--- src/utf8d_pkg.sv ---
// Shared types and constants for the strict UTF-8 decoder.
`timescale 1ns / 1ps
package utf8d_pkg;

  localparam int unsigned CP_W = 21;

  localparam logic [7:0] LEAD2_MIN = 8'hC2;
  localparam logic [7:0] LEAD3_MIN = 8'hE0;
  localparam logic [7:0] LEAD4_MIN = 8'hF0;
  localparam logic [7:0] LEAD4_MAX = 8'hF4;
  localparam logic [7:0] CONT_END  = 8'hC0;
  localparam logic [7:0] LEAD3_E0  = 8'hE0;
  localparam logic [7:0] LEAD3_ED  = 8'hED;
  localparam logic [7:0] LEAD4_F0  = 8'hF0;
  localparam logic [7:0] LEAD4_F4  = 8'hF4;

  typedef enum logic [2:0] {
    CLS_ASCII = 3'd0,
    CLS_LEAD2 = 3'd1,
    CLS_LEAD3 = 3'd2,
    CLS_LEAD4 = 3'd3,
    CLS_CONT  = 3'd4,
    CLS_BAD   = 3'd5
  } byte_cls_t;

  // allowed range for the second byte of a sequence
  typedef enum logic [2:0] {
    RNG_ANY  = 3'd0,
    RNG_A0BF = 3'd1,
    RNG_809F = 3'd2,
    RNG_90BF = 3'd3,
    RNG_808F = 3'd4
  } cont_rng_t;

  typedef struct packed {
    logic ok_any;
    logic ok_a0bf;
    logic ok_809f;
    logic ok_90bf;
    logic ok_808f;
  } cont_ok_t;

  typedef struct packed {
    byte_cls_t  cls;
    cont_rng_t  rng;
    cont_ok_t   ok;
    logic [6:0] bits;
  } item_t;

endpackage

--- src/utf8d_front.sv ---
// Front end: classifies each incoming byte and extracts its payload bits.
`timescale 1ns / 1ps
module utf8d_front (
  input  logic [7:0]       in_byte,
  output utf8d_pkg::item_t item
);

  always_comb begin
    item.cls  = utf8d_pkg::CLS_BAD;
    item.rng  = utf8d_pkg::RNG_ANY;
    item.bits = 7'd0;

    item.ok.ok_any  = (in_byte[7:6] == 2'b10);
    item.ok.ok_a0bf = (in_byte[7:5] == 3'b101);
    item.ok.ok_809f = (in_byte[7:5] == 3'b100);
    item.ok.ok_90bf = (in_byte[7:6] == 2'b10) && (in_byte[5:4] != 2'b00);
    item.ok.ok_808f = (in_byte[7:4] == 4'h8);

    if (!in_byte[7]) begin
      item.cls  = utf8d_pkg::CLS_ASCII;
      item.bits = in_byte[6:0];
    end else if (in_byte < utf8d_pkg::CONT_END) begin
      item.cls  = utf8d_pkg::CLS_CONT;
      item.bits = {1'b0, in_byte[5:0]};
    end else if (in_byte < utf8d_pkg::LEAD2_MIN) begin
      item.cls  = utf8d_pkg::CLS_BAD;
    end else if (in_byte < utf8d_pkg::LEAD3_MIN) begin
      item.cls  = utf8d_pkg::CLS_LEAD2;
      item.bits = {2'b00, in_byte[4:0]};
    end else if (in_byte < utf8d_pkg::LEAD4_MIN) begin
      item.cls  = utf8d_pkg::CLS_LEAD3;
      item.bits = {3'b000, in_byte[3:0]};
      if (in_byte == utf8d_pkg::LEAD3_E0) begin
        item.rng = utf8d_pkg::RNG_A0BF;
      end else if (in_byte == utf8d_pkg::LEAD3_ED) begin
        item.rng = utf8d_pkg::RNG_809F;
      end
    end else if (in_byte <= utf8d_pkg::LEAD4_MAX) begin
      item.cls  = utf8d_pkg::CLS_LEAD4;
      item.bits = {4'b0000, in_byte[2:0]};
      if (in_byte == utf8d_pkg::LEAD4_F0) begin
        item.rng = utf8d_pkg::RNG_90BF;
      end else if (in_byte == utf8d_pkg::LEAD4_F4) begin
        item.rng = utf8d_pkg::RNG_808F;
      end
    end
  end

endmodule

--- src/utf8d_queue.sv ---
// Two-entry queue of classified bytes between front and back end.
`timescale 1ns / 1ps
module utf8d_queue (
  input  logic             clk,
  input  logic             rst_n,
  input  logic             push_valid,
  output logic             push_ready,
  input  utf8d_pkg::item_t push_item,
  output logic             pop_valid,
  input  logic             pop_ready,
  output utf8d_pkg::item_t pop_item
);

  utf8d_pkg::item_t mem_r [2];
  logic             wr_ptr_r, wr_ptr_nxt;
  logic             rd_ptr_r, rd_ptr_nxt;
  logic [1:0]       cnt_r, cnt_nxt;
  logic             push, pop;

  assign push_ready = (cnt_r != 2'd2);
  assign pop_valid  = (cnt_r != 2'd0);
  assign pop_item   = mem_r[rd_ptr_r];
  assign push       = push_valid && push_ready;
  assign pop        = pop_valid && pop_ready;

  always_comb begin
    wr_ptr_nxt = push ? ~wr_ptr_r : wr_ptr_r;
    rd_ptr_nxt = pop ? ~rd_ptr_r : rd_ptr_r;
    cnt_nxt    = cnt_r;
    if (push && !pop) begin
      cnt_nxt = cnt_r + 2'd1;
    end else if (pop && !push) begin
      cnt_nxt = cnt_r - 2'd1;
    end
  end

  always_ff @(posedge clk) begin
    if (!rst_n) begin
      wr_ptr_r <= 1'b0;
      rd_ptr_r <= 1'b0;
      cnt_r    <= 2'd0;
    end else begin
      wr_ptr_r <= wr_ptr_nxt;
      rd_ptr_r <= rd_ptr_nxt;
      cnt_r    <= cnt_nxt;
    end
  end

  always_ff @(posedge clk) begin
    if (push) begin
      mem_r[wr_ptr_r] <= push_item;
    end
  end

endmodule

--- src/utf8d_back.sv ---
// Back end: sequence state machine, code point assembly and output register.
`timescale 1ns / 1ps
module utf8d_back (
  input  logic                       clk,
  input  logic                       rst_n,
  input  logic                       item_valid,
  output logic                       item_ready,
  input  utf8d_pkg::item_t           item,
  output logic                       out_valid,
  input  logic                       out_ready,
  output logic [utf8d_pkg::CP_W-1:0] out_code_point,
  output logic                       out_bad_sequence
);

  typedef enum logic [3:0] {
    ST_LEAD = 4'b0001,
    ST_C1   = 4'b0010,
    ST_C2   = 4'b0100,
    ST_C3   = 4'b1000
  } dec_state_t;

  dec_state_t                 state_r, state_nxt;
  utf8d_pkg::cont_rng_t       rng_r, rng_nxt;
  logic [utf8d_pkg::CP_W-1:0] part_r, part_nxt;
  logic                       out_valid_r, out_valid_nxt;
  logic [utf8d_pkg::CP_W-1:0] cp_r, cp_nxt;
  logic                       bad_r, bad_nxt;
  logic                       take, emit, cont_ok;
  logic [utf8d_pkg::CP_W-1:0] shifted;

  assign item_ready       = !out_valid_r || out_ready;
  assign take             = item_valid && item_ready;
  assign out_valid        = out_valid_r;
  assign out_code_point   = cp_r;
  assign out_bad_sequence = bad_r;
  assign shifted          = {part_r[utf8d_pkg::CP_W-7:0], item.bits[5:0]};

  always_comb begin
    case (rng_r)
      utf8d_pkg::RNG_A0BF: cont_ok = item.ok.ok_a0bf;
      utf8d_pkg::RNG_809F: cont_ok = item.ok.ok_809f;
      utf8d_pkg::RNG_90BF: cont_ok = item.ok.ok_90bf;
      utf8d_pkg::RNG_808F: cont_ok = item.ok.ok_808f;
      default:             cont_ok = item.ok.ok_any;
    endcase
  end

  always_comb begin
    state_nxt = state_r;
    rng_nxt   = rng_r;
    part_nxt  = part_r;
    emit      = 1'b0;
    cp_nxt    = cp_r;
    bad_nxt   = bad_r;

    if (take) begin
      case (state_r)
        ST_LEAD: begin
          case (item.cls)
            utf8d_pkg::CLS_ASCII: begin
              emit    = 1'b1;
              cp_nxt  = {{(utf8d_pkg::CP_W-7){1'b0}}, item.bits};
              bad_nxt = 1'b0;
            end
            utf8d_pkg::CLS_LEAD2: begin
              state_nxt = ST_C1;
              rng_nxt   = utf8d_pkg::RNG_ANY;
              part_nxt  = {{(utf8d_pkg::CP_W-7){1'b0}}, item.bits};
            end
            utf8d_pkg::CLS_LEAD3: begin
              state_nxt = ST_C2;
              rng_nxt   = item.rng;
              part_nxt  = {{(utf8d_pkg::CP_W-7){1'b0}}, item.bits};
            end
            utf8d_pkg::CLS_LEAD4: begin
              state_nxt = ST_C3;
              rng_nxt   = item.rng;
              part_nxt  = {{(utf8d_pkg::CP_W-7){1'b0}}, item.bits};
            end
            default: begin
              emit    = 1'b1;
              cp_nxt  = '0;
              bad_nxt = 1'b1;
            end
          endcase
        end
        default: begin
          rng_nxt = utf8d_pkg::RNG_ANY;
          if (!cont_ok) begin
            state_nxt = ST_LEAD;
            part_nxt  = '0;
            emit      = 1'b1;
            cp_nxt    = '0;
            bad_nxt   = 1'b1;
          end else if (state_r == ST_C3) begin
            state_nxt = ST_C2;
            part_nxt  = shifted;
          end else if (state_r == ST_C2) begin
            state_nxt = ST_C1;
            part_nxt  = shifted;
          end else begin
            state_nxt = ST_LEAD;
            part_nxt  = '0;
            emit      = 1'b1;
            cp_nxt    = shifted;
            bad_nxt   = 1'b0;
          end
        end
      endcase
    end

    if (take) begin
      out_valid_nxt = emit;
    end else if (out_ready) begin
      out_valid_nxt = 1'b0;
    end else begin
      out_valid_nxt = out_valid_r;
    end
  end

  always_ff @(posedge clk) begin
    if (!rst_n) begin
      state_r     <= ST_LEAD;
      rng_r       <= utf8d_pkg::RNG_ANY;
      part_r      <= '0;
      out_valid_r <= 1'b0;
    end else begin
      state_r     <= state_nxt;
      rng_r       <= rng_nxt;
      part_r      <= part_nxt;
      out_valid_r <= out_valid_nxt;
    end
  end

  always_ff @(posedge clk) begin
    cp_r  <= cp_nxt;
    bad_r <= bad_nxt;
  end

endmodule

--- src/utf8_strict_decoder_top.sv ---
// Top level of the strict UTF-8 decoder.
`timescale 1ns / 1ps
// Decodes a UTF-8 byte stream, one byte per transfer on the input channel,
// at a sustained rate of one byte per clock while the output is not
// stalled. A result transfer appears only when a sequence completes (code
// point, bad_sequence low) or fails (code point zero, bad_sequence high);
// a failing byte is consumed and the decoder then expects a lead byte.
// Overlong forms, surrogates and values above 10FFFF are rejected. A byte
// is written into the two-entry byte queue at its transfer edge and is then
// taken from it by the sequence state machine, which loads the output
// register. The queue lets input keep flowing for two bytes while the
// output is stalled.
module utf8_strict_decoder_top (
  input  logic                       clk,
  input  logic                       rst_n,
  input  logic                       in_valid,
  output logic                       in_ready,
  input  logic [7:0]                 in_byte,
  output logic                       out_valid,
  input  logic                       out_ready,
  output logic [utf8d_pkg::CP_W-1:0] out_code_point,
  output logic                       out_bad_sequence
);

  utf8d_pkg::item_t cls_item;
  utf8d_pkg::item_t q_item;
  logic             q_valid;
  logic             q_ready;

  utf8d_front u_front (
    .in_byte (in_byte),
    .item    (cls_item)
  );

  utf8d_queue u_queue (
    .clk        (clk),
    .rst_n      (rst_n),
    .push_valid (in_valid),
    .push_ready (in_ready),
    .push_item  (cls_item),
    .pop_valid  (q_valid),
    .pop_ready  (q_ready),
    .pop_item   (q_item)
  );

  utf8d_back u_back (
    .clk              (clk),
    .rst_n            (rst_n),
    .item_valid       (q_valid),
    .item_ready       (q_ready),
    .item             (q_item),
    .out_valid        (out_valid),
    .out_ready        (out_ready),
    .out_code_point   (out_code_point),
    .out_bad_sequence (out_bad_sequence)
  );

  a_bad_zero: assert property (@(posedge clk) disable iff (!rst_n)
    (out_valid && out_bad_sequence) |-> (out_code_point == '0))
    else $error("error result carries a non-zero code point");

  a_cp_range: assert property (@(posedge clk) disable iff (!rst_n)
    (out_valid && !out_bad_sequence) |-> (out_code_point <= 21'h10FFFF))
    else $error("decoded code point above 10FFFF");

  a_no_surrogate: assert property (@(posedge clk) disable iff (!rst_n)
    (out_valid && !out_bad_sequence) |-> (out_code_point[20:11] != 10'h01B))
    else $error("decoded code point is a surrogate");

endmodule
--- config.mk ---
export PLATFORM = sky130hd
export DESIGN_NAME = utf8_strict_decoder_top
export DESIGN_NICKNAME = d
export VERILOG_FILES = /design/src/utf8d_pkg.sv /design/src/utf8d_front.sv /design/src/utf8d_queue.sv /design/src/utf8d_back.sv /design/src/utf8_strict_decoder_top.sv
export SDC_FILE = /design/constraint.sdc
export NUM_CORES = 1
export LEC_CHECK = 0
export BUFFER_PORTS_ARGS = -buffer_cell sky130_fd_sc_hd__buf_2
export CAP_MARGIN = 20
export CORE_MARGIN = 4
export CORE_UTILIZATION = 50
export CTS_BUF_LIST = sky130_fd_sc_hd__clkbuf_8
export CTS_CLUSTER_SIZE = 40
export DETAILED_ROUTE_END_ITERATION = 10
export PLACE_DENSITY = 0.67
export SETUP_SLACK_MARGIN = 0.02
export SLEW_MARGIN = 10
export SYNTH_ARGS = -nofsm -noshare
export SYNTH_HDL_FRONTEND = slang
export SYNTH_HIERARCHICAL = 1
export SYNTH_SLANG_ARGS = --single-unit
--- constraint.sdc ---
create_clock -name clk -period 4.2 [get_ports clk]
set_clock_uncertainty 0.2 [all_clocks]
set_input_delay 0.42 -clock clk [delete_from_list [all_inputs] [get_ports clk]]
set_output_delay 0.42 -clock clk [all_outputs]
set_load 0.005 [all_outputs]
Word-level counts from Yosys, hierarchy flattened
Memories as Yosys holds them, arrays and structs flattened. A register that Yosys moved wholly into a read port is not among the register bits.
Cells that the tools add are included.
{ "totals": {"inputBits": 12, "register_bits": 49, "mem_bits_rw": 36, "n_memories": 1} }
{ "memory_table": {"columns": ["name", "depth", "word_bits", "rd", "rd_clocked_by_memory_dff", "wr", "line_no", "rtl"], "rows": [
  ["u_queue.mem_r", 2, 18, 1, 1, 1, "utf8d_queue.sv:14", "utf8d_pkg::item_t mem_r [2];"]
]} }
{ "op_classes": {"n_addsub": 2, "magnitude_cmp": 5, "bitwise": 2, "reduce_logical": 20, "mux": 56, "eq_ne": 25} }
{ "op_table": {"columns": ["op", "n"], "rows": [
  ["21-bit two-way mux", 4],
  ["15-bit two-way mux", 5],
  ["21-bit one-hot mux with 2 select lines", 1],
  ["3-bit two-way mux", 13],
  ["7-bit two-way mux", 5],
  ["8-bit == test, second input constant", 4],
  ["8-bit < comparator, second input constant", 4],
  ["1-bit two-way mux", 15],
  ["3-bit by 2-bit == test with 1-bit output, second input constant", 4],
  ["4-bit two-way mux", 3],
  ["6-bit two-way mux", 2],
  ["4-bit one-hot mux with 3 select lines", 1],
  ["3-bit == test, second input constant", 3],
  ["3-bit inequality test, second input constant", 3],
  ["4-bit == test, second input constant", 2],
  ["8-bit <= comparator, second input constant", 1],
  ["2-bit two-way mux", 4],
  ["2-bit nonzero test", 4],
  ["3-bit by 1-bit == test with 1-bit output, second input constant", 2],
  ["2-bit inequality test, second input constant", 3],
  ["3-bit one-hot mux with 2 select lines", 1],
  ["2-bit AND reduction", 3],
  ["1-bit logical AND", 5],
  ["4-bit by 1-bit == test with 1-bit output, second input constant", 1],
  ["14 further kinds", 17]
]} }

Depth between registers and ports, before layout
{ "logic_depth": {"depth_word": 9, "ltp_mapped": 8, "depth_no_buf": 6} }

By module
The synthesis kept the hierarchy.
{ "modules_own_cells": {"columns": ["module", "seq_area_each_um2", "cells_each", "instances", "area_per_inst_um2"], "rows": [
  ["utf8d_back", 1121.1, 183, 1, 2079.5],
  ["utf8d_queue", 1181.1, 80, 1, 1539.0],
  ["utf8d_front", 0.0, 37, 1, 219.0]
]} }

Worst setup path after synthesis
OpenSTA, ideal clock, no wires.
{ "synth_path": {"path_kind": "register to register", "from": "register with a tool-made name", "to": "register u_back.bad_r, in the netlist u_back/out_bad_sequence (enable)", "synth_period_minus_slack_ns": 3.686, "required_ns": 3.571, "setup_slack_ns": 0.514, "arrival_time_ns": 3.058, "path_stages_with_launch": 8, "cell_sequence": "dfxtp_1 -> buf_2 -> buf_4 -> mux2_2 -> mux2i_1 -> a22oi_1 -> and4b_1 -> nor3_1"} }
{ "synth_lines": {"columns": ["element", "line_no", "rtl"], "rows": [
  ["end signal: assignment", "utf8d_back.sv:137", "bad_r <= bad_nxt;"],
  ["end: declaration", "utf8d_back.sv:27", "logic bad_r, bad_nxt;"]
]} }

==> results_tabular.tex <==
\begin{tabular}{lr}
\hline
Metric & Value \\
\hline
\multicolumn{2}{l}{\textbf{Finish}} \\
Share of layout cells above drive strength 1 & 26.9\% \\
Sequential standard cell area & 2300 µm² \\
Area delta synth->final & 10.1\% \\
Diodes inserted & 0 \\
Layout net count & 346 \\
Filler instances & 641 \\
Post-layout utilization of the core & 57.4\% \\
Leading cell type in the layout, fill and taps excluded & edfxtp\_1 \\
Multi-input logic area & 1380 µm² \\
Top library cells by usage in the layout, fill and taps aside & edfxtp\_1, buf\_2, dfxtp\_1 \\
\multicolumn{2}{l}{\textbf{Critical path}} \\
Critical path's most frequent cell & buf\_4 \\
Cells along the critical path & buf\_4 > mux2\_2 > o21ai\_0 > o311a\_1 > and4b\_1 > nor3\_2 > buf\_4 \\
Buffering stage count on the worst path with inverters included & 2 \\
Endpoint required time on the critical path & 4040 ps \\
CP max-delay cell & nor3\_2 \\
Kind of launch point of the worst setup path & flop \\
Worst reg2reg path depth & 7 \\
Reg-to-reg setup timing slack & 1200 ps \\
Largest fanout on the critical path & 18 \\
Cell family with the largest share of critical-path delay & simple AND/OR/NAND/NOR gates \\
Maximum single-stage delay on the critical path & 620 ps \\
Category of the critical setup timing path & reg -> reg \\
Destination of the worst register-to-register timing path & u\_back/out\_code\_point[9] \\
Crit end category & flop \\
Arr. time, crit path & 2840 ps \\
\multicolumn{2}{l}{\textbf{Clocking}} \\
Clock transition at the register clock pins on the worst setup and hold paths after CTS & 80 ps \\
TritonCTS Buffers & 9 \\
CTS max path bufs & 2 \\
Quantity of gates resized following cts & 0 \\
Cts-stage hold buffer count & 0 \\
TritonCTS clock tree & done \\
Clk\_lat worst skew & 350 ps \\
Number of sinks driven by the clock tree & 86 \\
Master cell of the clock root buffer & clkbuf\_8 \\
Setup fix buffers added after clock tree synthesis & 0 \\
Number of H-tree branching levels & 3 \\
\multicolumn{2}{l}{\textbf{Floorplanning}} \\
Die area & 9140 µm² \\
Site row count & 31 \\
Overall die height & 95.6 µm \\
Placeable Area & 7370 µm² \\
Width of the chip & 95.6 µm \\
Starting density of the core & 52.1\% \\
Top Ports & 36 \\
\multicolumn{2}{l}{\textbf{Logic synthesis}} \\
Count of cell types in the netlist & 61 \\
Seq/Total Area, Yosys & 60.0\% \\
Synth Area in XOR/XNOR & 0.685\% \\
Net Count, Synth & 313 \\
Cell taking the most area after synthesis & edfxtp\_1 \\
Area share of the largest cell type after synthesis & 45.4\% \\
Cell area after technology mapping & 3840 µm² \\
Dominant combinational cell family by area after synthesis & simple AND/OR/NAND/NOR gates \\
Number of register bits inferred by synthesis & 86 \\
Post-synth ARST share & 0\% \\
Top cells by area, synth & edfxtp\_1, dfxtp\_1, mux2\_2 \\
Post-synth EDFFs & 58 \\
Post-synthesis simple-gate area fraction & 18.3\% \\
Warnings, synthesis & 6 \\
Syn Inst Count & 300 \\
Mean instance size in the synthesized netlist & 12.8 µm² \\
Portion of netlist area occupied by mux cells & 5.80\% \\
Post-synthesis compound-gate area fraction & 10.6\% \\
Top\_reg\_cell synth & edfxtp\_1 \\
Synth Area in Adders & 0.326\% \\
\multicolumn{2}{l}{\textbf{STA}} \\
Total negative setup slack & 0 ps \\
Tmin final & 3000 ps \\
Total count of max-transition violations in the final report & 0 \\
Top achievable clock speed & 0.333 GHz \\
Count of final hold-check violations & 0 \\
Transition time at the pin with the least slew margin & 849 ps \\
Final worst path period share & 71.5\% \\
Headroom to the max-slew limit & 43.4\% \\
Number of endpoints failing setup at the final stage & 0 \\
Setup repair after global routing missed its margin & false \\
\multicolumn{2}{l}{\textbf{Global routing}} \\
Global route overflow & 0 \\
Number of global-route vias before repair & 2,335 \\
Overall global routing resource usage & 16.1\% \\
Largest net degree at the start of global routing & 40 \\
Initial antenna violation count & 0 \\
First-pass GRT wire length & 11,000 µm \\
\multicolumn{2}{l}{\textbf{Power}} \\
Worst voltage drop across the vdd grid & 0.236 mV \\
Overall power consumption & 2.84 mW \\
Power per unit of standard cell area & 672 nW/µm² \\
Static leakage & 1.51 nW \\
\multicolumn{2}{l}{\textbf{Route}} \\
Residual DRC & 0 \\
Number of optimization iterations in the first detailed-route pass & 4 \\
First DRT Iteration DRCs & 137 \\
Total wire length after detailed routing & 6570 µm \\
DR WL/cell & 15.0 µm \\
Vias after detailed routing & 2,397 \\
Final antenna-violating net count & 0 \\
Detail-routed via count per cell & 5.49 \\
\multicolumn{2}{l}{\textbf{Hold path}} \\
Number of cells traversed by the worst hold path & 3 \\
Min-delay worst type & in -> reg \\
Beginning of the worst hold path & in\_valid \\
Worst hold endpoint & u\_queue/wr\_ptr\_r \\
\multicolumn{2}{l}{\textbf{Status}} \\
Status & finished, final reports clean \\
\multicolumn{2}{l}{\textbf{Place}} \\
RePlAce Congestion & 0.818 \\
Number of buffers inserted by port buffering & 35 \\
Detailed placement HPWL & 4580 µm \\
\multicolumn{2}{l}{\textbf{Run}} \\
Max-cap check violation count & 0 \\
\hline
\end{tabular}
worst register-to-register path, cell delays in order, from the launching register on:
cell and delay [ps]:
dfxtp_1 310, buf_4 240, mux2_2 380, o21ai_0 80
o311a_1 270, and4b_1 250, nor3_2 620, buf_4 340
state kept, by name (all words and copies together) (netlist names), named ones only:
signal	cells
u_queue/wr_ptr_r	1
u_queue/mem_r	36
u_back/state_r	4
u_back/out_code_point	21
u_queue/rd_ptr_r	1
u_back/part_r	15
u_back/out_valid	1
u_back/out_bad_sequence	1
u_queue/cnt_r	2
u_back/rng_r	3
layer usage:
layer	vias to the layer above	GRT usage, %	routed length, µm
li1	1198	-	-
met1	1140	19.3	2910
met2	46	27.2	3290
met3	13	3.47	231
met4	0	7.70	132
met5	-	0	0
power by group:
group | total [mW] | internal (mW) | switching, mW
Sequential | 1.25 | 1.17 | 0.0820
Combinational | 1.00 | 0.392 | 0.613
Clock | 0.583 | 0.306 | 0.277
Total | 2.84 | 1.87 | 0.972
layout make-up:
cell class,instances,share of cell area (%)
Sequential cell,86,54.5
Multi-Input combinational cell,193,32.5
Timing Repair Buffer,38,4.68
Clock buffer,11,3.58
Tap cell,99,2.93
Clock inverter,5,1.36
Inverter,5,0.444
synth_stat cells, types with 2 or more instances:
cell / count
nor3_1: 5
o31ai_1: 2
and2_1: 21
mux2i_1: 2
buf_6: 4
buf_2: 2
o32ai_1: 2
dfxtp_1: 28
nand3_1: 27
nand2b_1: 4
inv_1: 5
o211ai_1: 2
nand4_1: 6
clkbuf_8: 3
edfxtp_1: 58
nand3b_1: 2
nand2_1: 14
o221ai_2: 3
nor2_1: 10
xnor2_1: 2
buf_4: 3
o21a_1: 9
a21oi_1: 9
mux2_2: 18
or3_2: 3
nor2b_1: 4
and2_2: 3
clkbuf_1: 2
o311ai_0: 4
or2_2: 2
o21ai_0: 9
nand4b_1: 3
worst max-delay path by stage:
stage | slack [ps] | cells past startpoint | to | startpoint
floorplan | 510 | 7 | u_back/out_bad_sequence | flop
global placement | 1290 | 7 | u_back/out_code_point[19] | flop
detailed placement | 1210 | 7 | u_back/out_code_point[19] | flop
CTS | 1170 | 7 | u_back/out_code_point[9] | flop
global route | 1020 | 7 | u_back/out_code_point[12] | flop
finish | 1200 | 7 | u_back/out_code_point[9] | flop
through the flow:
| step | worst slack, ps | instance area, µm² | cells | hold WS [ps] |
|---|---|---|---|---|
| 4_1_cts | 1170 | 4230 | 437 | 180 |
| 3_5_place_dp | 1210 | 4020 | 421 | 255 |
| 3_3_place_gp | 1290 | 4020 | 421 | 244 |
| 5_1_grt | 1020 | 4230 | 437 | 202 |
| 2_1_floorplan | 514 | 3840 | 300 | 235 |
| 6_report | 1200 | 4230 | 437 | 201 |
cell families (layout without fill, tap and decap cells):
group,Yosys count,count (layout)
buf+inv,21,59
xor+xnor,3,3
compound gates,53,53
flops,86,86
simple gates,116,116
mux,20,20
fa+ha+maj,1,1
(Power assumes the default switching activity.)
